[src/design/wmm_ram.sv]
// Generic single-write, single-read RAM with registered read data.
module wmm_ram #(
  parameter int WIDTH = 16,
  parameter int DEPTH = 64,
  parameter int AW    = (DEPTH > 1) ? $clog2(DEPTH) : 1
) (
  input  logic             clk,
  input  logic             we,
  input  logic [AW-1:0]    waddr,
  input  logic [WIDTH-1:0] wdata,
  input  logic [AW-1:0]    raddr,
  output logic [WIDTH-1:0] rdata
);

  logic [WIDTH-1:0] mem [DEPTH];

  // Write port and registered read port.
  always_ff @(posedge clk) begin
    if (we) begin
      mem[waddr] <= wdata;
    end
    rdata <= mem[raddr];
  end

endmodule

[config.mk]
export PLATFORM = sky130hd
export DESIGN_NAME = wmm_ram
export DESIGN_NICKNAME = d
export VERILOG_FILES = /design/src/design/wmm_ram.sv
export SDC_FILE = /design/constraint.sdc
export NUM_CORES = 1
export LEC_CHECK = 0
export ABC_AREA = 1
export BUFFER_PORTS_ARGS = -buffer_cell sky130_fd_sc_hd__buf_2
export CAP_MARGIN = 20
export CORE_MARGIN = 3
export CORE_UTILIZATION = 56
export CTS_BUF_LIST = sky130_fd_sc_hd__clkbuf_4
export DETAILED_ROUTE_END_ITERATION = 8
export HOLD_SLACK_MARGIN = 0.06
export PLACE_DENSITY_LB_ADDON = 0.08
export SLEW_MARGIN = 20
export SYNTH_ARGS = -nofsm -noshare
export SYNTH_HDL_FRONTEND = slang
export SYNTH_SLANG_ARGS = --single-unit
[constraint.sdc]
create_clock -name clk -period 3.84 [get_ports clk]
set_input_delay 0.192 -clock clk [delete_from_list [all_inputs] [get_ports clk]]
set_output_delay 0.192 -clock clk [all_outputs]
set_load 0.01 [all_outputs]
==> metrics.md <==
| Metric | Value |
|---|---|
| Status | `finished clean` |
| Crit share post-route | `between 80% and 90%` |
| Clk buf depth | `4` |
| Most frequent cell after synthesis | `nand2_1` |
| Initial DRC count | `between 3,000 and 4,000` |
| Synth top area share | `between 70% and 80%` |
| Post-synth EDFFs | `~1,000` |
| Synth area leaders | `edfxtp_1 (73%), nand2_1 (12%), nand3_1 (10%)` |
| Die area | `approximately 0.079 mm2` |
| Hold path startpoint | `raddr[5]` |
| Critical-path cell list | `dlygate4sd3_1 -> buf_8 -> buf_4 -> nand2_1 -> nand3_1 -> nand3_1 -> nand2_1 -> nand2_1 -> nand3_1 -> dlygate4sd3_1 -> nand3_1 -> dlygate4sd3_1 -> nand2_1 -> dlygate4sd3_1` |
| Complex-gate fraction of the synthesized area | `0%` |
| Post CTS Setup Buffer Count | `0` |
| H-tree Lvls | `5` |
| Clock-pin slew on the worst setup and hold paths | `approximately 70 ps` |
| Net Sw Power | `roughly 5.3 mW` |
| Synth Flop Type | `edfxtp_1` |
| Max incr delay on CP | `between 600 and 700 ps` |
| Clk pwr share | `a little under two fifths` |
| CP Class | `in -> reg` |
| Post-synthesis mux area share | `0%` |
| Latest clock arrival within the worst-skew pair | `1110 ps` |
| Logic pwr share | `about 6.6%` |
| Reg2reg start | `mem[42][0]` |
| Register Area | `approximately 0.031 mm2` |
| Area grow syn2layout | `11.01%` |
| Leakage | `17.28 nW` |
| Syn Area/Cell | `11.97 um2` |
| Total core area | `about 0.074 mm2` |
| Hold path endpoint | `rdata[15]` |
| Largest family of logic cells by synthesized area | `simple AND/OR/NAND/NOR gates` |
| Via count | `28,540` |
| Tot Pwr | `roughly 23 mW` |
| Synthesized cell area | `0.04210 mm2` |
| Post-Route WL | `roughly 110,000 um` |
| Hold Crit Depth | `4` |
| Final #Nets | `about 3,800` |
| GRT overflow | `0` |
| Worst hold path class | `in -> reg` |
| Design Area, Final | `0.04673 mm2` |
| CP Max Fanout | `71` |
| Die Span X | `280.2 um` |
| Multi-input gate area | `approximately 0.0096 mm2` |
| Synth unique cells | `16` |
| Layout Skew | `between 50 and 60 ps` |
| Crit-path slowest cell | `buf_4` |
| Root buf cell | `clkbuf_4` |
| R2R Path End | `rdata[0]` |
| Yosys warning total | `0` |
| Die height | `around 280 um` |
| Simple-gate share of the synthesized area | `22.66%` |
| CP required | `4860 ps` |
| Syn Inst Count | `~3,500` |
| Initial antenna violation count | `5` |
| I/O pin total | `46` |
| Hold-fix buffers at CTS | `a little over 40` |
| Crit path capture type | `register` |
| Initial Util | `~57%` |
| Final core occ | `around 63%` |
| Final-report setup violation count | `0` |
| Tmin final | `3273 ps` |
| Port Buffers | `45` |
| Post-route ant nets | `0` |
| Worst EP arrival | `between 4000 and 5000 ps` |
| Flops & latches, synth | `1,040` |
| Slew headroom | `between 20% and 30%` |
| Gr usage total | `between 20% and 30%` |
| Share of cells above drive strength 1 | `14.51%` |
| Wire length per cell | `between 20 and 25 um` |
| First-pass GRT wire length | `about 170,000 um` |
| TritonRoute pass-1 iters | `5` |
| Setup TNS | `0 ps` |
| Max Cap Violations | `0` |
| Detail Placement HPWL | `60,270 um` |
| Vias per inst | `slightly below 6` |
| Seq/Total Area, Yosys | `73.80%` |
| Placed instance area | `approximately 0.043 mm2` |
| R2R Setup Slk | `910 ps` |
| Vias in the first global route | `between 20,000 and 30,000` |
| Final hold vios | `0` |
| Min Hold Slack | `roughly 160 ps` |
| Fillers | `5,726` |
| Final Max Slew Viols | `0` |
| Standard-cell rows | `around 100` |
| Num CTS Buffers | `~280` |
| Placer congestion estimate | `~0.85` |
| Worst setup SP type | `primary input` |
| Clk sinks | `1,040` |
| Most frequent cells after synthesis | `nand2_1 (1,296), edfxtp_1 (1,024), nand3_1 (871)` |
| Cells on worst reg2reg path | `11` |
| Syn Nets | `about 3,500` |
| Post-synth ARST share | `0%` |
| Largest net degree at the start of global routing | `approximately 210` |
| Highest Clock Rate | `305.6 MHz` |
| Worst vdd ir | `0.3140 mV` |
| Residual DRC | `0` |
| Cell Int Power | `17.56 mW` |
| Pwr dens | `between 400 and 500 mW/mm2` |
| Synth Area in XOR/XNOR | `0%` |
| CTS tree | `done` |
| Post-synthesis adder-cell area fraction | `0%` |
| Worst Tran Pin Value | `about 1100 ps` |
| Switch share | `23.28%` |
| Post-CTS Resized | `0` |
| Area leader, netlist | `edfxtp_1` |
| Flop pwr share | `55.1%` |
| RSZ-0062 raised after global routing | `false` |
[power by group through the flow]
stage | Clock (mW) | Sequential [mW] | Combinational [mW]
2_1_floorplan | 0 | 12.8 | 0.841
3_3_place_gp | 0 | 12.8 | 1.44
3_5_place_dp | 0 | 12.8 | 1.46
4_1_cts | 8.96 | 12.6 | 1.50
5_1_grt | 9.59 | 12.6 | 1.64
6_report | 8.78 | 12.6 | 1.51
[registers in the layout (all words and copies together), names as in the netlist]
name	cells
rdata	16
mem	1024
[how the worst max path moves through the flow]
stage | from | end | slack [ps] | depth (start not counted)
4_1_cts | raddr[0] | rdata[0] | 690 | 14
3_5_place_dp | raddr[0] | rdata[0] | 1240 | 11
3_3_place_gp | raddr[2] | rdata[12] | 1280 | 9
2_1_floorplan | we | mem[48][0] | 1090 | 3
6_report | raddr[0] | rdata[0] | 570 | 14
5_1_grt | raddr[0] | rdata[0] | 410 | 14
[logic make-up (layout without fill, tap and decap cells)]
kind of cell,after synthesis,count (layout)
DFF,1040,1040
and+or+nand+nor,2240,2240
buffers and inverters,237,642
other,0,8
[per-layer routing]
metal,global-route usage [%],up-vias,part of all wire (%)
li1,-,13070,-
met1,40.59,13890,40
met2,45.75,1380,48
met3,5.667,209,9.1
met4,12.04,0,3.0
met5,0,-,0
[stage by stage]
stage,cells,worst slack (ps)
2_1_floorplan,3517,1094
3_3_place_gp,4412,1278
3_5_place_dp,4412,1245
4_1_cts,4881,688.6
5_1_grt,4884,413.8
6_report,4889,567.2
[final cells by class]
type	count	area share [%]
Antenna cell	8	0.04284
Clock buffer	383	6.153
Clock inverter	45	0.4257
Inverter	12	0.1526
Multi-Input combinational cell	2240	20.52
Sequential cell	1040	66.48
Tap cell	959	2.568
Timing Repair Buffer	202	3.652
[worst max-delay path: cells and delay by family]
kind          cells  cell delay, ps
simple gates      8             780
buf+inv           6            3240
[cells in the final DEF, fill, tap and decap left out]
cell,count
bufinv_16,1
nand3_1,871
clkbuf_4,383
clkinv_1,33
buf_2,41
inv_2,10
dlygate4sd3_1,41
inv_8,1
buf_12,14
nor4_2,8
clkinv_2,3
inv_1,7
nand2_1,1296
nand4_1,9
diode_2,8
inv_4,1
nor2_1,56
inv_16,1
buf_8,2
buf_4,104
dfxtp_1,16
edfxtp_1,1024
Note: power is estimated with default switching activity, not from simulation.
